## config.mk

```make
export PLATFORM = sky130hd
export DESIGN_NAME = swp_div
export DESIGN_NICKNAME = d
export VERILOG_FILES = /design/src/rtl/core/swp_pkg.sv /design/src/rtl/core/swp_div.sv
export SDC_FILE = /design/constraint.sdc
export NUM_CORES = 1
export LEC_CHECK = 0
export BUFFER_PORTS_ARGS = -buffer_cell sky130_fd_sc_hd__buf_4
export CORE_MARGIN = 2
export CORE_UTILIZATION = 50
export DETAILED_ROUTE_END_ITERATION = 6
export GPL_ROUTABILITY_DRIVEN = 0
export PLACE_DENSITY = 0.71
export SLEW_MARGIN = 0
export SYNTH_ARGS = -nofsm -noshare
export SYNTH_HDL_FRONTEND = slang
export SYNTH_SLANG_ARGS = --single-unit
```

## constraint.sdc

```tcl
create_clock -name clk -period 4.15 [get_ports clk]
set_input_delay 0.2075 -clock clk [delete_from_list [all_inputs] [get_ports clk]]
set_output_delay 0.2075 -clock clk [all_outputs]
set_load 0.05 [all_outputs]
```

## src/rtl/core/swp_pkg.sv

```systemverilog
// Package of the softmax pooling core: widths, queue sizing, exp tables and word types.
// Used by every module of the core; depends on nothing.
`timescale 1ns / 1ps

package swp_pkg;

    localparam int MAX_COLUMNS = 512;
    localparam int COL_W = $clog2(MAX_COLUMNS);
    localparam int CFG_W = 10;
    localparam int DATA_W = 16;
    localparam int SCORE_W = 17;
    localparam int ESUM_W = 24;
    localparam int WSUM_W = 40;
    localparam int W_W = 16;
    localparam logic [W_W-1:0] W_ONE = 16'hFFFF;
    localparam logic [CFG_W-1:0] COLS_RESET = 10'd512;

    localparam int QUEUE_DEPTH = 4;
    localparam int QPTR_W = $clog2(QUEUE_DEPTH);
    localparam int QCNT_W = QPTR_W + 1;

    typedef struct packed {
        logic [COL_W-1:0]          column;
        logic signed [DATA_W-1:0]  value;
        logic signed [SCORE_W-1:0] score;
        logic                      first;
        logic                      last;
    } item_t;

    typedef struct packed {
        logic signed [SCORE_W-1:0] run_max;
        logic [ESUM_W-1:0]         exp_sum;
        logic signed [WSUM_W-1:0]  wsum;
    } col_state_t;

    typedef struct packed {
        logic [COL_W-1:0]         column;
        logic signed [WSUM_W-1:0] num;
        logic [ESUM_W-1:0]        den;
    } div_req_t;

    function automatic logic [16:0] int_tab(input logic [3:0] k);
        logic [16:0] v;
        case (k)
            4'd0:    v = 17'd65536;
            4'd1:    v = 17'd24109;
            4'd2:    v = 17'd8869;
            4'd3:    v = 17'd3263;
            4'd4:    v = 17'd1200;
            4'd5:    v = 17'd442;
            4'd6:    v = 17'd162;
            4'd7:    v = 17'd60;
            4'd8:    v = 17'd22;
            4'd9:    v = 17'd8;
            4'd10:   v = 17'd3;
            4'd11:   v = 17'd1;
            default: v = 17'd0;
        endcase
        return v;
    endfunction

    function automatic logic [16:0] frac_tab(input logic [3:0] a);
        logic [16:0] v;
        case (a)
            4'd0:    v = 17'd65536;
            4'd1:    v = 17'd61565;
            4'd2:    v = 17'd57835;
            4'd3:    v = 17'd54331;
            4'd4:    v = 17'd51039;
            4'd5:    v = 17'd47947;
            4'd6:    v = 17'd45042;
            4'd7:    v = 17'd42313;
            4'd8:    v = 17'd39750;
            4'd9:    v = 17'd37341;
            4'd10:   v = 17'd35079;
            4'd11:   v = 17'd32954;
            4'd12:   v = 17'd30957;
            4'd13:   v = 17'd29081;
            4'd14:   v = 17'd27319;
            default: v = 17'd25664;
        endcase
        return v;
    endfunction

endpackage

```

## src/rtl/core/swp_div.sv

```systemverilog
// Rounding divider for chunk results and the output register of the core.
// Restoring division, one quotient bit per cycle. Depends on swp_pkg.
`timescale 1ns / 1ps

module swp_div (
    input  logic                              clk,
    input  logic                              rst_n,
    input  logic                              req_valid,
    input  swp_pkg::div_req_t                 req,
    output logic                              req_ready,
    output logic                              out_valid,
    input  logic                              out_ready,
    output logic [swp_pkg::COL_W-1:0]         out_column,
    output logic signed [swp_pkg::DATA_W-1:0] pooled_value
);

    typedef enum logic [1:0] {DIV_IDLE, DIV_RUN, DIV_HOLD} div_state_t;

    div_state_t                        state_reg, state_next;
    logic [40:0]                       rem_reg, rem_next;
    logic [40:0]                       dsh_reg, dsh_next;
    logic [16:0]                       q_reg, q_next;
    logic [4:0]                        cnt_reg, cnt_next;
    logic                              neg_reg, neg_next;
    logic [swp_pkg::COL_W-1:0]         col_reg, col_next;
    logic signed [swp_pkg::DATA_W-1:0] res_reg, res_next;
    logic                              out_valid_reg, out_valid_next;
    logic [swp_pkg::COL_W-1:0]         out_col_reg, out_col_next;
    logic signed [swp_pkg::DATA_W-1:0] out_val_reg, out_val_next;

    logic [40:0] mag, target, trial;
    logic        fits;

    function automatic logic signed [15:0] clamp(input logic neg, input logic [16:0] q);
        logic signed [15:0] r;
        if (neg)
        begin
            r = (q > 17'd32768) ? -16'sd32768 : 16'(-q);
        end
        else
        begin
            r = (q > 17'd32767) ? 16'sd32767 : 16'(q);
        end
        return r;
    endfunction

    assign req_ready    = (state_reg == DIV_IDLE);
    assign out_valid    = out_valid_reg;
    assign out_column   = out_col_reg;
    assign pooled_value = out_val_reg;

    always_comb
    begin
        mag    = req.num[39] ? 41'(-{req.num[39], req.num}) : {1'b0, req.num};
        target = mag + {18'd0, req.den[23:1]};
        trial  = rem_reg - dsh_reg;
        fits   = (rem_reg >= dsh_reg);

        state_next     = state_reg;
        rem_next       = rem_reg;
        dsh_next       = dsh_reg;
        q_next         = q_reg;
        cnt_next       = cnt_reg;
        neg_next       = neg_reg;
        col_next       = col_reg;
        res_next       = res_reg;
        out_valid_next = out_valid_reg && !out_ready;
        out_col_next   = out_col_reg;
        out_val_next   = out_val_reg;

        case (state_reg)
            DIV_IDLE:
            begin
                if (req_valid)
                begin
                    neg_next = req.num[39];
                    col_next = req.column;
                    if (req.den == '0)
                    begin
                        res_next   = '0;
                        state_next = DIV_HOLD;
                    end
                    else if (target >= {req.den, 17'd0})
                    begin
                        res_next   = req.num[39] ? -16'sd32768 : 16'sd32767;
                        state_next = DIV_HOLD;
                    end
                    else
                    begin
                        rem_next   = target;
                        dsh_next   = {1'b0, req.den, 16'd0};
                        q_next     = '0;
                        cnt_next   = 5'd16;
                        state_next = DIV_RUN;
                    end
                end
            end
            DIV_RUN:
            begin
                rem_next = fits ? trial : rem_reg;
                q_next   = {q_reg[15:0], fits};
                dsh_next = dsh_reg >> 1;
                cnt_next = cnt_reg - 1'b1;
                if (cnt_reg == '0)
                begin
                    res_next   = clamp(neg_reg, {q_reg[15:0], fits});
                    state_next = DIV_HOLD;
                end
            end
            DIV_HOLD:
            begin
                if (!out_valid_reg || out_ready)
                begin
                    out_valid_next = 1'b1;
                    out_col_next   = col_reg;
                    out_val_next   = res_reg;
                    state_next     = DIV_IDLE;
                end
            end
            default:
            begin
                state_next = DIV_IDLE;
            end
        endcase
    end

    always_ff @(posedge clk or negedge rst_n)
    begin
        if (!rst_n)
        begin
            state_reg     <= DIV_IDLE;
            out_valid_reg <= 1'b0;
        end
        else
        begin
            state_reg     <= state_next;
            out_valid_reg <= out_valid_next;
        end
    end

    always_ff @(posedge clk)
    begin
        rem_reg     <= rem_next;
        dsh_reg     <= dsh_next;
        q_reg       <= q_next;
        cnt_reg     <= cnt_next;
        neg_reg     <= neg_next;
        col_reg     <= col_next;
        res_reg     <= res_next;
        out_col_reg <= out_col_next;
        out_val_reg <= out_val_next;
    end

endmodule

```

==> metrics.md, run 1 <==
| Metric | Value |
|---|---|
| Status | finished, violations left |
| Failing checks | negative setup slack |
| CTS tree | built |
| Via total after detailed routing | 11395 |
| Final hold viol count | 0 |
| Worst VDD drop | 0.462 mV |
| Post-synthesis sequential area ratio | 39.9% |
| Max Fclk | roughly 170 MHz |
| Initial antenna violation count | 0 |
| Wire per inst | between 15 and 20 µm |
| Relative slew slack | 51.2% |
| Placed instance count | about 1900 |
| Setup violators final | 120 |
| Setup slack, reg-to-reg | 0 ps |
| Netlist cell types | 71 |
| Slew Viols, Final | 0 |
| IO Port Bufs | 103 |
| Buf+Inv Stages, Crit Path | 6 |
| Primary FF master, synth | edfxtp_1 |
| Nature of the critical path endpoint | flop |
| Fin crit share | 140% |
| Worst Path Required | between 4000 and 5000 ps |
| Total power | 13.0 mW |
| Largest net degree at the start of global routing | 63 |
| Core Area | 22800 µm² |
| YS warnings | 0 |
| # Max-Cap Violations | 0 |
| Crit path kind | in -> reg |
| Final worst path period need | 5810 ps |
| Net Count, Synth | between 1000 and 1500 |
| Flops & latches, synth | 156 |
| DRC violations left | 0 |
| Tightest Pin Transition | just over 700 ps |
| Die height | around 160 µm |
| Area share of the leading cell type in the synthesized netlist | about two fifths |
| Total Nets Final | approximately 1800 |
| RSZ-0062 raised after global routing | yes |
| Clock Tree Buf Depth | 2 |
| Critical-path maximum fanout | 7 |
| ANT nets after route | 0 |
| Post-Syn Area | 11700 µm² |
| Cell Count, Final, Fillers Out | 1952 |
| Largest cells by area after synthesis | edfxtp_1 (39%), ha_1 (9.7%), xnor2_1 (5.4%), o21ai_0 (4.8%), nand2_1 (3.7%) |
| Largest register FFs | 41 |
| Crit path max-delay cell type | or4_4 |
| CP Data Arrival Time | between 6000 and 7000 ps |
| Family with the most delay on the worst path | simple AND/OR/NAND/NOR gates |
| Overall routing resource usage | a little under 30% |
| 1st-pass router iterations | 6 |
| Number of synthesized flops with an enable pin | 153 |
| # rows | 55 |
| Hold crit path type | in -> async |
| Drt total wl | 36500 µm |
| Clk sinks | 156 |
| Total negative slack | -183730 ps |
| Fraction of registers with async set/reset | 1.92% |
| H-tree depth | 4 |
| Clk slew on worst S/H paths | 70 ps |
| Initial drt markers | 916 |
| Die W | 157 µm |
| Startpoint Class | input pin |
| Clock Root Buffer | clkbuf_16 |
| Avg Cell Area, Syn | between 9 and 10 µm² |
| Largest area contributor in the netlist | edfxtp_1 |
| Initial core utilization | 51.3% |
| Min setup slack post-route | -1660 ps |
| Dpl cell area | 14800 µm² |
| Fraction of layout cells with a size suffix above 1 | around a third |
| I/O Pins | about 100 |
| Global-route wire length before repair | about 55000 µm |
| Routed vias/inst | 5.84 |
| Crit path largest cell delay | between 500 and 600 ps |
| Synth Instances | 1240 |
| Fillers | 1604 |
| Worst skew pair latency | ~440 ps |
| Clock Skews | 8.97 ps |
| Vias in the first global route | 11010 |
| HPWL after DPL | approximately 26000 µm |
| Diode count | 0 |
| Leak Pwr | 6.93 nW |
| Pwr/cell area | a little under 800 nW/µm² |
| Area grow syn2layout | 41.2% |
| Clock buffer count from CTS | 17 |
| Die area | 24600 µm² |
| GRT overflow | 0 |
| Fin area | 16500 µm² |
==> per-layer routing <==
| layer | wire length [µm] | track usage [%] |
|---|---|---|
| met1 | 14000 | 34.0 |
| met3 | 2280 | 3.77 |
| met2 | 18000 | 50.5 |
| met5 | 0 | 0 |
| met4 | 2190 | 16.6 |
==> report_power, final <==
group / leakage (nW) / switching (mW) / internal, mW
Sequential: 1.52 / 0.416 / 2.90
Combinational: 5.13 / 4.63 / 3.54
Clock: 0.281 / 0.685 / 0.848
Total: 6.93 / 5.73 / 7.29
==> path summary, 6_finish.rpt <==
kind | from | endpoint | cells after the start
setup / recovery | req[27] | dsh_reg[34] | 28
hold / removal | rst_n | state_reg[0] | 2
setup reg to reg | dsh_reg[6] | res_reg[3] | 18
hold reg to reg | col_reg[8] | out_column[8] | 0
max in group asynchronous | rst_n | out_valid | 2
min in group clk | req[0] | dsh_reg[16] | 3
==> cells in the final DEF, fill, tap and decap left out, types with 11 or more instances in the layout <==
cell,instances
xor2_1,37
xnor2_1,70
edfxtp_1,153
and2_1,20
o21a_1,15
nor2_1,82
nand3_1,19
o211ai_1,12
a21oi_1,56
clkbuf_16,22
dlygate4sd3_1,11
a21o_1,32
nand2b_1,12
o31ai_1,12
nor4_1,13
buf_4,367
nand2_1,110
o21ai_0,90
nor3_1,24
or3_1,12
o21ai_1,20
inv_1,82
ha_1,83
nand4_1,17
buf_6,11
==> cells in the mapped netlist, types with 14 or more instances <==
cell,count
a211oi_1,15
a21o_1,33
a21oi_1,61
and2_1,20
clkbuf_1,37
edfxtp_1,153
ha_1,91
inv_1,83
nand2_1,116
nand2b_1,14
nand3_1,22
nand4_1,17
nor2_1,86
nor3_1,35
nor4_1,20
o21a_1,15
o21ai_0,113
o31ai_1,14
xnor2_1,72
xor2_1,38
==> timing repair <==
action | CTS | global route
gates resized for setup | 30 | 96
buffers inserted | 31 | 23
pin swaps | 21 | 64
hold buffers | 11 | 0
gates cloned | 3 | 7
hold endpoints to repair | 13 | 0
endpoints found under the setup margin | 130 | 136
==> kinds of logic after synthesis <==
family          count (synthesis)  share of synthesized area (%)
compound gates                340                           18.7
xor+xnor                      110                           8.24
fa+ha+maj                      93                           10.1
buf+inv                       124                           4.00
flops                         156                           39.9
mux                            12                           1.16
other cells                     1                         0.0321
simple gates                  404                           17.8
==> stage by stage <==
| stage | setup WS (ps) | utilization, % | hold slack [ps] |
|---|---|---|---|
| after floorplan | -1920 | - | -88.1 |
| after global placement | -1780 | 65.1 | 2.91 |
| after detailed placement | -1980 | 65.1 | 3.35 |
| after CTS | -1460 | 70.1 | 116 |
| after global routing | -1850 | 72.5 | 128 |
| final | -1660 | 72.5 | 132 |
==> final cells by class <==
| cell class | instances | area (µm²) | share of cell area (%) |
|---|---|---|---|
| clock inverters | 14 | 150 | 0.909 |
| inverters | 84 | 315 | 1.91 |
| flip-flops and latches | 156 | 4670 | 28.3 |
| clock buffers | 18 | 429 | 2.60 |
| well taps | 313 | 392 | 2.37 |
| repair buffers | 407 | 3380 | 20.5 |
| multi-input cells | 960 | 7170 | 43.4 |
(Power assumes the default switching activity.)
==> run 2, diff against run 1 <==
Settings changed: SKIP_LAST_GASP set to 1.
==> metrics.md, run 2 (same netlist as run 1, synthesis figures left out) <==
| Metric | Value |
|---|---|
| Status | finished, violations left (unchanged) |
| Failing checks | negative setup slack (unchanged) |
| Worst VDD drop | 0.460 mV (was 0.462 mV) |
| 1st-pass router iterations | 7 (was 6) |
| CP Data Arrival Time | 5980 ps (was 6010 ps) |
| Fraction of layout cells with a size suffix above 1 | 33.1% (was 33.2%) |
| Most frequent cells in the layout | buf_4 (367), edfxtp_1 (153), nand2_1 (111), o21ai_0 (91), ha_1 (83) (was buf_4 (367), edfxtp_1 (153), nand2_1 (110), o21ai_0 (90), ha_1 (83)) |
| Fin crit share | 139% (was 140%) |
| Final worst path period need | 5770 ps (was 5810 ps) |
| Initial drt markers | 972 (was 916) |
| Top Metal Used | met4 (unchanged) |
| Clock Root Buffer | clkbuf_16 (unchanged) |
| Hold crit path type | in -> async (unchanged) |
| Initial antenna violation count | 0 (unchanged) |
| Clock Skews | 11.3 ps (was 8.97 ps) |
| GRT overflow | 0 (unchanged) |
| Crit path max-delay cell type | or4_4 (unchanged) |
| Met2 wire length | 18000 µm (about the same) |
| Startpoint Class | input pin (unchanged) |
| Leak Pwr | 6.92 nW (was 6.93 nW) |
| Relative slew slack | 51.3% (was 51.2%) |
| ANT nets after route | 0 (unchanged) |
| Via total after detailed routing | 11375 (was 11395) |
| I/O Pins | 104 (unchanged) |
| Final Util | 72.5% (about the same) |
| DRC violations left | 0 (unchanged) |
| Clk slew on worst S/H paths | 70 ps (about the same) |
| Die W | 157 µm (unchanged) |
| IO Port Bufs | 103 (unchanged) |
| Pint | 7.29 mW (about the same) |
| Setup violators final | 121 (was 120) |
| HPWL after DPL | 26300 µm (unchanged) |
| Sw power | 5.72 mW (was 5.73 mW) |
| Comb pwr share | 62.7% (was 62.8%) |
| Switching share of power | 44.0% (about the same) |
| Worst Path Required | 4350 ps (about the same) |
| Core Area | 22800 µm² (unchanged) |
| Pwr/cell area | 788 nW/µm² (about the same) |
| Total power | 13.0 mW (about the same) |
| Area grow syn2layout | 41.2% (about the same) |
| Wire per inst | 18.7 µm (about the same) |
| RSZ-0062 raised after global routing | yes (unchanged) |
| Slew Viols, Final | 0 (unchanged) |
| Global-route wire length before repair | 55300 µm (unchanged) |
| Dpl ws | -1980 ps (unchanged) |
| RR Endpoint | res_reg[11] (was res_reg[3]) |
| Clk network pwr share | 11.8% (about the same) |
| Min setup slack post-route | -1620 ps (was -1660 ps) |
| Initial core utilization | 51.3% (unchanged) |
| Commonest non-fill, non-tap cell in the layout | buf_4 (unchanged) |
| Max Fclk | 173 MHz (was 172 MHz) |
| Reg2Reg Depth | 17 (was 18) |
| Critical-path maximum fanout | 7 (unchanged) |
| Routed vias/inst | 5.83 (was 5.84) |
| CTS tree | built (unchanged) |
| Routed met3 length | 2320 µm (was 2280 µm) |
| Diode count | 0 (unchanged) |
| Total Nets Final | 1796 (unchanged) |
| Die height | 157 µm (unchanged) |
| Clock Tree Buf Depth | 2 (unchanged) |
| Family with the most delay on the worst path | simple AND/OR/NAND/NOR gates (unchanged) |
| Drt total wl | 36500 µm (about the same) |
| Total negative slack | -180630 ps (was -183730 ps) |
| R2r startpoint | rem_reg[6] (was dsh_reg[6]) |
| M1 wire length | 14000 µm (about the same) |
| H-tree depth | 4 (unchanged) |
| Vias in the first global route | 11010 (unchanged) |
| Crit path largest cell delay | 570 ps (about the same) |
| Tightest Pin Transition | 723 ps (was 726 ps) |
| Die area | 24600 µm² (unchanged) |
| Nature of the critical path endpoint | flop (unchanged) |
| Overall routing resource usage | 28.8% (unchanged) |
| Buf+Inv Stages, Crit Path | 6 (unchanged) |
| Reg power frac | 25.5% (was 25.4%) |
| Largest register FFs | 41 (unchanged) |
| Largest net degree at the start of global routing | 63 (unchanged) |
| Worst skew pair latency | 440 ps (about the same) |
| # rows | 55 (unchanged) |
| Setup slack, reg-to-reg | -10 ps (was 0 ps) |
| Clock buffer count from CTS | 17 (unchanged) |
| Crit path kind | in -> reg (unchanged) |
| Hold_ws | 132 ps (about the same) |
| # Max-Cap Violations | 0 (unchanged) |
| Final hold viol count | 0 (unchanged) |
| Clk sinks | 156 (unchanged) |
-- run 2: cell types whose count changed in the layout (fill, tap and decap cells not counted) --
cell     delta
o21ai_1     -1
nand2_1     +1
nand2_2     -1
o21ai_0     +1
-- run 2: how the worst max path moves through the flow --
| stage | start | endpoint | slack (ps) | cells after the start |
|---|---|---|---|---|
| 6_report | req[27] | dsh_reg[35] | -1620 | 28 |
| 5_1_grt | req[27] | dsh_reg[26] | -1850 | 30 |
| 4_1_cts | req[24] | res_reg[1] | -1460 | 24 |
| 3_5_place_dp | req[24] | dsh_reg[34] | -1980 | 25 |
| 3_3_place_gp | req[26] | dsh_reg[34] | -1780 | 28 |
| 2_1_floorplan | req[24] | cnt_reg[0] | -1920 | 22 |
-- run 2: repair_timing --
item / CTS / global route
endpoints found under the setup margin: 130 / 136
resized for setup: 29 / 95
pin swaps: 21 / 64
hold buffers: 11 / 0
hold endpoints to repair: 13 / 0
cloned: 3 / 7
setup buffers: 31 / 23
-- run 2: through the flow --
| step | cell area, µm² | std cells |
|---|---|---|
| 6_report | 16500 | 1952 |
| 5_1_grt | 16500 | 1952 |
| 4_1_cts | 16000 | 1942 |
| 3_5_place_dp | 14800 | 1865 |
| 3_3_place_gp | 14800 | 1865 |
| 2_1_floorplan | 11900 | 1240 |
-- run 2: layout make-up --
type | count | area (µm²)
Inverter | 84 | 315
Sequential cell | 156 | 4670
Clock buffer | 18 | 429
Fill cell | 1604 | 6270
Tap cell | 313 | 392
Clock inverter | 14 | 150
Multi-Input combinational cell | 960 | 7170
Timing Repair Buffer | 407 | 3380
-- run 2: power by group through the flow --
stage	Clock [mW]	Sequential [mW]	Combinational (mW)
3_5_place_dp	0	3.30	7.02
3_3_place_gp	0	3.26	6.86
6_report	1.53	3.31	8.16
2_1_floorplan	0	3.36	4.67
5_1_grt	1.60	3.38	8.84
4_1_cts	1.54	3.28	7.37
-- run 2: metal layers --
metal | global-route usage, % | vias up
li1 | - | 5392
met1 | 34.0 | 5357
met2 | 50.5 | 515
met3 | 3.77 | 111
met4 | 16.6 | 0
met5 | 0 | -
