===== src/rtl/core/swp_pkg.sv =====
// Package of the softmax pooling core: widths, queue sizing, exp tables and word types.
// Used by every module of the core; depends on nothing.
`timescale 1ns / 1ps

package swp_pkg;

    localparam int MAX_COLUMNS = 512;
    localparam int COL_W = $clog2(MAX_COLUMNS);
    localparam int CFG_W = 10;
    localparam int DATA_W = 16;
    localparam int SCORE_W = 17;
    localparam int ESUM_W = 24;
    localparam int WSUM_W = 40;
    localparam int W_W = 16;
    localparam logic [W_W-1:0] W_ONE = 16'hFFFF;
    localparam logic [CFG_W-1:0] COLS_RESET = 10'd512;

    localparam int QUEUE_DEPTH = 4;
    localparam int QPTR_W = $clog2(QUEUE_DEPTH);
    localparam int QCNT_W = QPTR_W + 1;

    typedef struct packed {
        logic [COL_W-1:0]          column;
        logic signed [DATA_W-1:0]  value;
        logic signed [SCORE_W-1:0] score;
        logic                      first;
        logic                      last;
    } item_t;

    typedef struct packed {
        logic signed [SCORE_W-1:0] run_max;
        logic [ESUM_W-1:0]         exp_sum;
        logic signed [WSUM_W-1:0]  wsum;
    } col_state_t;

    typedef struct packed {
        logic [COL_W-1:0]         column;
        logic signed [WSUM_W-1:0] num;
        logic [ESUM_W-1:0]        den;
    } div_req_t;

    function automatic logic [16:0] int_tab(input logic [3:0] k);
        logic [16:0] v;
        case (k)
            4'd0:    v = 17'd65536;
            4'd1:    v = 17'd24109;
            4'd2:    v = 17'd8869;
            4'd3:    v = 17'd3263;
            4'd4:    v = 17'd1200;
            4'd5:    v = 17'd442;
            4'd6:    v = 17'd162;
            4'd7:    v = 17'd60;
            4'd8:    v = 17'd22;
            4'd9:    v = 17'd8;
            4'd10:   v = 17'd3;
            4'd11:   v = 17'd1;
            default: v = 17'd0;
        endcase
        return v;
    endfunction

    function automatic logic [16:0] frac_tab(input logic [3:0] a);
        logic [16:0] v;
        case (a)
            4'd0:    v = 17'd65536;
            4'd1:    v = 17'd61565;
            4'd2:    v = 17'd57835;
            4'd3:    v = 17'd54331;
            4'd4:    v = 17'd51039;
            4'd5:    v = 17'd47947;
            4'd6:    v = 17'd45042;
            4'd7:    v = 17'd42313;
            4'd8:    v = 17'd39750;
            4'd9:    v = 17'd37341;
            4'd10:   v = 17'd35079;
            4'd11:   v = 17'd32954;
            4'd12:   v = 17'd30957;
            4'd13:   v = 17'd29081;
            4'd14:   v = 17'd27319;
            default: v = 17'd25664;
        endcase
        return v;
    endfunction

endpackage


===== src/rtl/core/swp_front.sv =====
// Front end: configuration register, input word acceptance, column filter and score sum.
// Feeds a small queue toward the execution pipeline. Depends on swp_pkg.
`timescale 1ns / 1ps

module swp_front (
    input  logic                              clk,
    input  logic                              rst_n,
    input  logic                              cfg_valid,
    output logic                              cfg_ready,
    input  logic [swp_pkg::CFG_W-1:0]         cfg_data,
    input  logic                              in_valid,
    output logic                              in_ready,
    input  logic [swp_pkg::COL_W-1:0]         column,
    input  logic signed [swp_pkg::DATA_W-1:0] token_value,
    input  logic signed [swp_pkg::DATA_W-1:0] token_score,
    input  logic signed [swp_pkg::DATA_W-1:0] position_bias,
    input  logic                              first_token,
    input  logic                              last_token,
    output logic                              q_valid,
    output swp_pkg::item_t                    q_item,
    input  logic                              q_pop
);

    logic [swp_pkg::CFG_W-1:0]  cols_reg;
    swp_pkg::item_t             qmem_reg [swp_pkg::QUEUE_DEPTH];
    logic [swp_pkg::QPTR_W-1:0] wr_ptr_reg, wr_ptr_next;
    logic [swp_pkg::QPTR_W-1:0] rd_ptr_reg, rd_ptr_next;
    logic [swp_pkg::QCNT_W-1:0] count_reg, count_next;
    logic                       push;
    swp_pkg::item_t             new_item;

    assign cfg_ready = 1'b1;
    assign in_ready  = (count_reg != swp_pkg::QCNT_W'(swp_pkg::QUEUE_DEPTH));
    assign push      = in_valid && in_ready && ({1'b0, column} < cols_reg);
    assign q_valid   = (count_reg != '0);
    assign q_item    = qmem_reg[rd_ptr_reg];

    always_comb
    begin
        new_item.column = column;
        new_item.value  = token_value;
        new_item.score  = {token_score[swp_pkg::DATA_W-1], token_score}
                        + {position_bias[swp_pkg::DATA_W-1], position_bias};
        new_item.first  = first_token;
        new_item.last   = last_token;
        wr_ptr_next = push ? wr_ptr_reg + 1'b1 : wr_ptr_reg;
        rd_ptr_next = q_pop ? rd_ptr_reg + 1'b1 : rd_ptr_reg;
        count_next  = count_reg + swp_pkg::QCNT_W'(push) - swp_pkg::QCNT_W'(q_pop);
    end

    always_ff @(posedge clk or negedge rst_n)
    begin
        if (!rst_n)
        begin
            cols_reg   <= swp_pkg::COLS_RESET;
            wr_ptr_reg <= '0;
            rd_ptr_reg <= '0;
            count_reg  <= '0;
        end
        else
        begin
            if (cfg_valid && cfg_ready)
            begin
                cols_reg <= cfg_data;
            end
            wr_ptr_reg <= wr_ptr_next;
            rd_ptr_reg <= rd_ptr_next;
            count_reg  <= count_next;
        end
    end

    always_ff @(posedge clk)
    begin
        if (push)
        begin
            qmem_reg[wr_ptr_reg] <= new_item;
        end
    end

endmodule


===== config.mk =====
export PLATFORM = sky130hd
export DESIGN_NAME = swp_front
export DESIGN_NICKNAME = d
export VERILOG_FILES = /design/src/rtl/core/swp_pkg.sv /design/src/rtl/core/swp_front.sv
export SDC_FILE = /design/constraint.sdc
export NUM_CORES = 1
export LEC_CHECK = 0
export BUFFER_PORTS_ARGS = -buffer_cell sky130_fd_sc_hd__clkbuf_2
export CAP_MARGIN = 20
export CORE_UTILIZATION = 50
export DETAILED_ROUTE_END_ITERATION = 10
export PLACE_DENSITY = 0.76
export SLEW_MARGIN = 20
export SYNTH_ARGS = -nofsm -noshare
export SYNTH_HDL_FRONTEND = slang
export SYNTH_SLANG_ARGS = --single-unit

===== constraint.sdc =====
create_clock -name clk -period 5.7 [get_ports clk]
set_input_delay 1.14 -clock clk [delete_from_list [all_inputs] [get_ports clk]]
set_output_delay 1.14 -clock clk [all_outputs]
set_load 0.01 [all_outputs]

==> results.cfg, run 1 <==
[run_status]
outcome = completed

[timing]
final_period_minus_worst_setup_slack_ns = 3.48
fmaxAchievable_mhz = 287
report.final.setup_viol = 0
worst-slew-pin-transition_ns = 0.927
final.period_utilization_pct = 61.1
post-route-worst-setup-slack_ns = 2.22
timing.max_slew.rel_slack_pct = 38.2
finalHoldViolations = 0
rsz0062_at_grt = no
hold_slack_ns = 0.537
timing.setup.tns_ns = 0
final-max-slew-violation-count = 0
clock_skew_ns = 0.00853

[global_routing]
grt_start_max_net_pins = 47
fraction_of_met1_tracks_used_by_global_routing_pct = 25.5
first_global_vias = 4522
met3_usage_pct = 3.87
antenna_found_initial = 0
grt.met2_usage_pct = 32.2
gr-max-usage-layer = met2
first_pass_grt_wire_length_um = 23900
overflow = 0
tot_gr_track_use_pct = 19.2

[synthesis]
synth.yosys.seq_area_share_pct = 69.1
postSynthRegisterBits = 193
netlist_instances = 451
synth-async-reset-ratio_pct = 8.81
syn-cell-area_sq_um = 8270
mappedNetlistNets = 557
synth_area_per_inst_sq_um = 18.3
yosys.area.top_type = edfxtp_1
yosys-top-cells-area = edfxtp_1, mux4_2, dfrtp_1
main_synth_ff_type = edfxtp_1
ys.warnings.count = 0
synth-edff-count = 176
synthDominantCellAreaShare_pct = 63.9
synthDistinctLibCells = 53

[die]
number_of_cell_rows = 46
io_pins = 121
die_height_um = 131
design.die.area_sq_um = 17100
core_box_area_sq_um = 16000
chipWidth_um = 131
start_util_pct = 51.7

[finish]
final_cell_mix = edfxtp_1, clkbuf_2, mux4_2
growth_of_design_area_from_synthesis_to_finish_pct = 17.2
fillCellCount = 1196
layout.cells.most_common = edfxtp_1
n_antenna_cell = 0
postLayoutCoreUtil_pct = 60.6
final-instance-count-excl-fill = 807
stdcell_area_sq_um = 9690
ff_latch_area_sq_um = 5720
final_nets = 684
final_layout_size_suffix_gt1_share_pct = 37.7
multi_input_area_sq_um = 2440
largest_reg_flops = 176

[run]
maxCapViolations = 0

[power]
power_per_cell_area_nw_per_um2 = 450
fin_total_pwr_mw = 4.37
largest_voltage_drop_on_the_vdd_net_mv = 0.299
leakage_nw = 3.55

[placement]
dp_worst_setup_slack_ns = 1.77
placed_cells = 775
dp.final_hpwl_um = 10600
placedInstanceArea_sq_um = 9130
port_buffers = 119
place_congestion = 0.808

[setup_path]
worst-endpoint-required_ns = 5.80
path_class = primary input to flop
path_cells = clkbuf_2 > ha_1 > a21oi_1 > o211ai_1 > a21o_1 > a21oi_4 > buf_4
critPathMaxStageDelay_ns = 0.78
crit_slowest_cell = a21oi_4
type_of_destination_of_the_critical_path = flop
critical_path_arrival_ns = 3.58
start_kind = primary input
crit_fanout = 25

[cts]
postCtsResizedCells = 0
clockBufferDepth = 2
clkSinkCount = 193
post_cts_buffers = 0
hold_buffers = 0
ctsRootBufferMaster = clkbuf_16
cts.reportedPaths.clkPinSlew_ns = 0.07
clock_latency_ns = 0.43
h-tree-depth = 4
numCtsBuffers = 17
tritoncts = built

[routing]
vias_after_detailed_routing = 4528
route.final.wire_length_um = 15500
drc_errors = 0
ant_nets = 0
drt-wirelength-per-cell_um = 19.2
detailedRoute.firstIterationViolations = 304
route.detailed.vias_per_inst = 5.61
dr.pass1.iters = 5

[hold_path]
hold_path.class = flop to flop
routing by layer:
metal,routed length (um),share of wire [%]
met5,0,0
met4,162,1.0
met3,689,4.4
met2,7770,50
met1,6900,44
cell usage after synthesis, types with 3 or more instances:
| cell type | count |
|---|---|
| a211o_1 | 3 |
| nor2b_1 | 4 |
| edfxtp_1 | 176 |
| o211ai_1 | 4 |
| o21ai_0 | 11 |
| buf_4 | 5 |
| a21oi_1 | 21 |
| o21ai_1 | 4 |
| xnor2_1 | 11 |
| nand4_1 | 3 |
| inv_1 | 17 |
| dfrtp_1 | 16 |
| clkbuf_1 | 5 |
| nor3_1 | 3 |
| o21a_1 | 5 |
| nand2_1 | 21 |
| o211ai_2 | 3 |
| mux4_2 | 44 |
| a211oi_1 | 5 |
| buf_2 | 3 |
| a21o_1 | 6 |
| nor2_1 | 8 |
| xor2_1 | 4 |
| ha_1 | 30 |
kinds of logic (layout without fill, tap and decap cells):
group,Yosys count,after routing,synth area share [%]
adders and majority gates,32,32,5.02
DFF,193,193,69.1
AOI/OAI and AO/OA,79,79,6.98
and+or+nand+nor,50,50,2.92
buffers and inverters,34,174,2.00
muxes,47,47,12.4
other,1,1,0.0453
xor gates and xnor gates,15,15,1.59
where the power goes:
group	internal (mW)	switching, mW	total (mW)	leakage, nW
Clock	0.607	0.509	1.12	0.261
Sequential	1.84	0.235	2.07	1.80
Combinational	0.594	0.583	1.18	1.49
Total	3.04	1.33	4.37	3.55
critical path: cells and delay by family:
family | cells | cell delay [ns]
fa+ha+maj | 1 | 0.31
compound gates | 4 | 1.55
buf+inv | 2 | 0.56
final timing paths:
check,start,endpoint,slack [ns],cells after the start
worst min register to register,count_reg[0],count_reg[0],0.54,1
worst max register to register,cols_reg[5],qmem_reg[3][41],2.68,7
worst min-delay path,count_reg[0],count_reg[0],0.54,1
max in group asynchronous,rst_n,rd_ptr_reg[1],4.74,1
worst max-delay path,column[5],qmem_reg[3][41],2.22,7
min in group asynchronous,rst_n,count_reg[0],0.63,1
cell type report:
| type | count | share of cell area [%] |
|---|---|---|
| Clock buffer | 18 | 4.43 |
| Clock inverter | 14 | 1.37 |
| Inverter | 17 | 0.658 |
| Multi-Input combinational cell | 224 | 25.1 |
| Sequential cell | 193 | 59.0 |
| Tap cell | 216 | 2.79 |
| Timing Repair Buffer | 125 | 6.61 |
No activity file was read; power rests on OpenSTA's default activity.
==> inputs of run 2 (changes only) <==
- ABC_AREA: unset -> 1
- PLACE_DENSITY: 0.76 -> 0.79
- clock period: 5.7 -> 3.1 ns (I/O delays scaled with it)
==> run 2 against run 1 <==
Net effect: routed wire length rose by 14%; via count rose by 26%; power rose by 98%; critical path type is now flop to output port; largest cell class unchanged.
==> results.cfg, run 2 <==
[setup_path]
path_cells = buf_4 > o21ai_0 > o22ai_1 > clkbuf_2
type_of_destination_of_the_critical_path = output port
crit_fanout = 90
critPathMaxStageDelay_ns = 0.70
crit_buf_inv = 2
crit_slowest_cell = buf_4
timing.reg2reg.setup_slack_ns = 0.55
critical_path_arrival_ns = 2.27
critical_path.top_delay_family = buffers and inverters
start_kind = flop
worst_reg_to_reg_path_cell_count = 15
path_class = flop to output port
worst-endpoint-required_ns = 2.48
timing.rr.start = cols_reg[3]
worstReg2RegEnd = count_reg[2]

[routing]
dr.pass1.iters = 4
vias_after_detailed_routing = 5715
route.detailed.vias_per_inst = 5.21
detailedRoute.firstIterationViolations = 388
drt-wirelength-per-cell_um = 16.1
drc_errors = 0
route.final.wire_length_um = 17700
ant_nets = 0

[die]
number_of_cell_rows = 47
start_util_pct = 51.3
core_box_area_sq_um = 16600
design.die.area_sq_um = 17600
die_height_um = 133
io_pins = 121
chipWidth_um = 133

[synthesis]
synth-async-reset-ratio_pct = 8.81
post_synth_most_frequent_cells = edfxtp_1, nand2_1, nor2_1
synth.yosys.seq_area_share_pct = 66.9
netlist_instances = 740
yosys.area.top_type = edfxtp_1
synth_simple_gate_area_share_pct = 12.1
mappedNetlistNets = 846
main_synth_ff_type = edfxtp_1
synthDistinctLibCells = 30
area_fraction_in_compound_gates_after_synthesis_pct = 9.50
ys.warnings.count = 0
yosysMostFrequentCell = edfxtp_1
synth_area_per_inst_sq_um = 11.5
synth-edff-count = 176
synth_xor_xnor_area_share_pct = 1.13
postSynthRegisterBits = 193
synthMuxAreaShare_pct = 0.264
yosys.area_share.adder_pct = 4.87
synthDominantCellAreaShare_pct = 61.9
syn-cell-area_sq_um = 8540
main_combinational_cell_family_by_area_after_synthesis = simple AND/OR/NAND/NOR gates
yosys-top-cells-area = edfxtp_1, o21ai_0, nand2_1

[timing]
rsz0062_at_grt = no
worst-slew-pin-transition_ns = 0.879
clock_skew_ns = 0.0104
hold_slack_ns = 0.132
timing.max_slew.rel_slack_pct = 41.4
finalHoldViolations = 0
final-max-slew-violation-count = 0
report.final.setup_viol = 0
final_period_minus_worst_setup_slack_ns = 2.89
fmaxAchievable_mhz = 346
final.period_utilization_pct = 93.2

[cts]
clockBufferDepth = 2
clkSinkCount = 193
clock_latency_ns = 0.43
h-tree-depth = 4
cts.reportedPaths.clkPinSlew_ns = 0.07
postCtsResizedCells = 0
numCtsBuffers = 17
post_cts_buffers = 0
hold_buffers = 0
ctsRootBufferMaster = clkbuf_16
tritoncts = built

[finish]
growth_of_design_area_from_synthesis_to_finish_pct = 17.1
final_cell_mix = edfxtp_1, clkbuf_2, nand2_1
n_antenna_cell = 0
final_layout_size_suffix_gt1_share_pct = 22.5
layout.cells.most_common = edfxtp_1
largest_reg_flops = 176
postLayoutCoreUtil_pct = 60.1
fillCellCount = 1333
final_nets = 969

[global_routing]
overflow = 0
grt_start_max_net_pins = 91
gr-max-usage-layer = met2
tot_gr_track_use_pct = 20.8
met3_usage_pct = 4.33
antenna_found_initial = 0
grt.met2_usage_pct = 35.3
fraction_of_met1_tracks_used_by_global_routing_pct = 26.4
first_global_vias = 5493
first_pass_grt_wire_length_um = 27800

[hold_path]
hold_path.class = primary input to async pin

[power]
power_per_cell_area_nw_per_um2 = 864
largest_voltage_drop_on_the_vdd_net_mv = 0.610
leakage_nw = 4.08

[run]
maxCapViolations = 0

[placement]
place_congestion = 0.813
port_buffers = 119
dp.final_hpwl_um = 11400

[run_status]
outcome = completed
-- run 2: per-stage QoR --
stage               TNS (ns)  total power, mW  std cells  setup slack [ns]  area, sq um
detailed placement         0             6.51       1064             0.151         9400
global placement           0             6.43       1064             0.299         9400
global route               0             9.12       1096            0.0964        10000
CTS                        0             8.72       1096             0.199        10000
finish                     0             8.64       1096             0.210        10000
floorplan            -107.74             5.39        740            -0.612         8540
-- run 2: how the worst max path moves through the flow --
stage                   from             end  slack [ns]  cells past startpoint
6_report       rd_ptr_reg[0]      q_item[12]        0.21                      4
5_1_grt        rd_ptr_reg[0]       q_item[9]         0.1                      4
4_1_cts        rd_ptr_reg[0]       q_item[9]        0.20                      4
3_5_place_dp       column[8]    count_reg[2]        0.15                     15
3_3_place_gp       column[8]    count_reg[2]        0.30                     15
2_1_floorplan      column[8]  qmem_reg[0][0]       -0.61                      8
-- run 2: worst reg2reg max path: stages, from the launching register on --
cell and delay, ns:
dfrtp_1 0.36, inv_1 0.09, ha_1 0.26, nand2_1 0.08, nand2_1 0.06, a21oi_1 0.12, nand2_1 0.08, nand2_1 0.12
nand2_2 0.07, ha_1 0.28, inv_1 0.06, ha_1 0.13, inv_1 0.05, fa_1 0.38, xnor2_1 0.18, xor2_1 0.16
-- run 2: metal layers --
| metal | wire (um) | vias to the layer above |
|---|---|---|
| li1 | - | 2820 |
| met1 | 7740 | 2749 |
| met2 | 9010 | 127 |
| met3 | 588 | 19 |
| met4 | 341 | 0 |
| met5 | 0 | - |
-- run 2: kinds of logic (layout without fill, tap and decap cells) --
| logic type | count (synthesis) | in the layout |
|---|---|---|
| multiplexers | 2 | 2 |
| buffers and inverters | 100 | 236 |
| flip-flops | 193 | 193 |
| XOR/XNOR | 11 | 11 |
| adder cells (fa/ha/maj) | 32 | 32 |
| other | 1 | 1 |
| AND/OR/NAND/NOR | 250 | 250 |
| AO/OA/AOI/OAI | 151 | 151 |
-- run 2: power breakdown --
group	internal [mW]	switching (mW)
sequential	3.35	0.120
clock	1.30	0.896
combinational	0.987	1.98
total	5.64	3.00
-- run 2: final cells by class --
type                       instances  area [sq um]  share of cell area, %
timing repair buffer             134           733                   7.33
clock buffer                      21           460                   4.60
inverter                          70           265                   2.65
clock inverter                    11           139                   1.39
sequential                       193          5710                   57.1
multi-input combinational        447          2410                   24.1
tap                              220           275                   2.75
==> inputs of run 3 (changes only) <==
- PLACE_DENSITY: 0.79 -> 0.76
- SKIP_LAST_GASP: unset -> 1
- TNS_END_PERCENT: unset -> 30
- clock period: 3.1 -> 3.5 ns (I/O delays scaled with it)
==> run 3 against run 2 <==
Net effect: final area down 0.58%; clock skew up 0.0034 ns; worst hold slack better by 0.088 ns; cell count unchanged; clock power down 15%; setup slack better by 0.49 ns; first-iteration DRC count down 9.0%; sequential power down 12%; sequential cell count unchanged; combinational power down 13%; routed wire length down 3.8%; die area unchanged; largest cell class unchanged; highest routed layer unchanged.
==> results.cfg, run 3 (same netlist as run 2, synthesis figures left out) <==
[run_status]
outcome = completed

[power]
largest_voltage_drop_on_the_vdd_net_mv = 0.539
power_per_cell_area_nw_per_um2 = 756
fin_total_pwr_mw = 7.52
clockPowerShare_pct = 24.9
power.switching_fraction_pct = 34.4
pwr-share-seq_pct = 40.8
comb_power_share_pct = 34.3
leakage_nw = 4.05
cellInternalPower_mw = 4.93
p_sw_mw = 2.59

[die]
io_pins = 121
core_box_area_sq_um = 16600
number_of_cell_rows = 47
chipWidth_um = 133
start_util_pct = 51.3
design.die.area_sq_um = 17600
die_height_um = 133

[timing]
final-max-slew-violation-count = 0
post-route-worst-setup-slack_ns = 0.697
final_period_minus_worst_setup_slack_ns = 2.80
clock_skew_ns = 0.0138
fmaxAchievable_mhz = 357
rsz0062_at_grt = no
report.final.setup_viol = 0
final.period_utilization_pct = 80.1
finalHoldViolations = 0
timing.max_slew.rel_slack_pct = 61.5
worst-slew-pin-transition_ns = 0.577

[run]
maxCapViolations = 0

[finish]
final_nets = 969
growth_of_design_area_from_synthesis_to_finish_pct = 16.5
fillCellCount = 1294
stdcell_area_sq_um = 9940
postLayoutCoreUtil_pct = 59.7
final-instance-count-excl-fill = 1096
final_layout_size_suffix_gt1_share_pct = 21.7
layout.cells.most_common = edfxtp_1
largest_reg_flops = 176
n_antenna_cell = 0
final_cell_mix = edfxtp_1, clkbuf_2, nand2_1

[routing]
route.final.wire_length_um = 17000
drt-wirelength-per-cell_um = 15.5
vias_after_detailed_routing = 5695
detailedRoute.firstIterationViolations = 353
ant_nets = 0
dr.pass1.iters = 5
route.detailed.vias_per_inst = 5.20
drc_errors = 0

[setup_path]
path_class = primary input to flop
type_of_destination_of_the_critical_path = flop
worst-endpoint-required_ns = 3.85
worst_reg_to_reg_path_cell_count = 15
crit_fanout = 7
start_kind = primary input
critical_path_arrival_ns = 3.15

[cts]
h-tree-depth = 4
postCtsResizedCells = 0
numCtsBuffers = 17
hold_buffers = 0
clkSinkCount = 193
ctsRootBufferMaster = clkbuf_16
clockBufferDepth = 2
post_cts_buffers = 0
cts.reportedPaths.clkPinSlew_ns = 0.06
tritoncts = built
clock_latency_ns = 0.43

[global_routing]
grt_start_max_net_pins = 59
first_pass_grt_wire_length_um = 26500
overflow = 0
antenna_found_initial = 0
first_global_vias = 5236
tot_gr_track_use_pct = 20.1

[placement]
port_buffers = 119
dp_worst_setup_slack_ns = 0.346
dp.final_hpwl_um = 10800
place_congestion = 0.853
placedInstanceArea_sq_um = 9380
placed_cells = 1064

[hold_path]
hold_path.class = primary input to async pin
run 3: cell count changes in the layout (fill, tap and decap cells not counted), sizes merged:
| cell | change |
|---|---|
| clkbuf | +4 |
| clkinvlp | -1 |
| clkinv | -3 |
run 3: worst max-delay path: stages:
cell      delay (ns)
clkbuf_2        0.12
ha_1            0.32
nand2_1         0.09
inv_1           0.05
a21oi_1         0.15
nand2_1         0.10
nand2_1         0.12
nand2_2         0.19
ha_1            0.34
inv_1           0.06
ha_1            0.13
inv_1           0.05
fa_1            0.37
xnor2_1         0.18
xor2_1          0.19
run 3: cell type report:
class                   instances  area (sq um)  area share (%)
well taps                     220           275            2.77
repair buffers                134           708            7.12
clock buffers                  25           455            4.58
clock inverters                 7           111            1.12
inverters                      70           265            2.67
flip-flops and latches        193          5710            57.5
multi-input cells             447          2410            24.3
run 3: per-layer routing:
metal | wire (um) | global-route usage, % | up-vias | part of all wire (%)
met2 | 8290 | 33.4 | 166 | 49
met5 | 0 | 0 | - | 0
li1 | - | - | 2816 | -
met1 | 7520 | 26.1 | 2688 | 44
met3 | 883 | 4.25 | 25 | 5.2
met4 | 312 | 7.41 | 0 | 1.8
run 3: power by group through the flow:
| stage | registers (mW) | logic [mW] | clock network (mW) |
|---|---|---|---|
| after global routing | 3.10 | 2.87 | 1.99 |
| final | 3.07 | 2.58 | 1.87 |
| after floorplan | 3.11 | 1.66 | 0 |
| after detailed placement | 3.11 | 2.61 | 0 |
| after global placement | 3.10 | 2.56 | 0 |
| after CTS | 3.07 | 2.62 | 1.90 |
run 3: worst paths after layout:
path	start	to	slack, ns
hold / removal	rst_n	cols_reg[0]	0.22
setup reg to reg	cols_reg[5]	count_reg[2]	0.74
setup / recovery	column[5]	count_reg[2]	0.70
min in group clk	cfg_data[7]	cols_reg[7]	0.48
hold reg to reg	cols_reg[0]	cols_reg[0]	0.52
max in group asynchronous	rst_n	rd_ptr_reg[0]	2.92
run 3: through the flow:
stage | hold WS, ns | setup TNS [ns]
5_1_grt | 0.232 | 0
2_1_floorplan | 0.404 | -51.42
6_report | 0.220 | 0
4_1_cts | 0.231 | 0
3_5_place_dp | 0.510 | 0
3_3_place_gp | 0.508 | 0
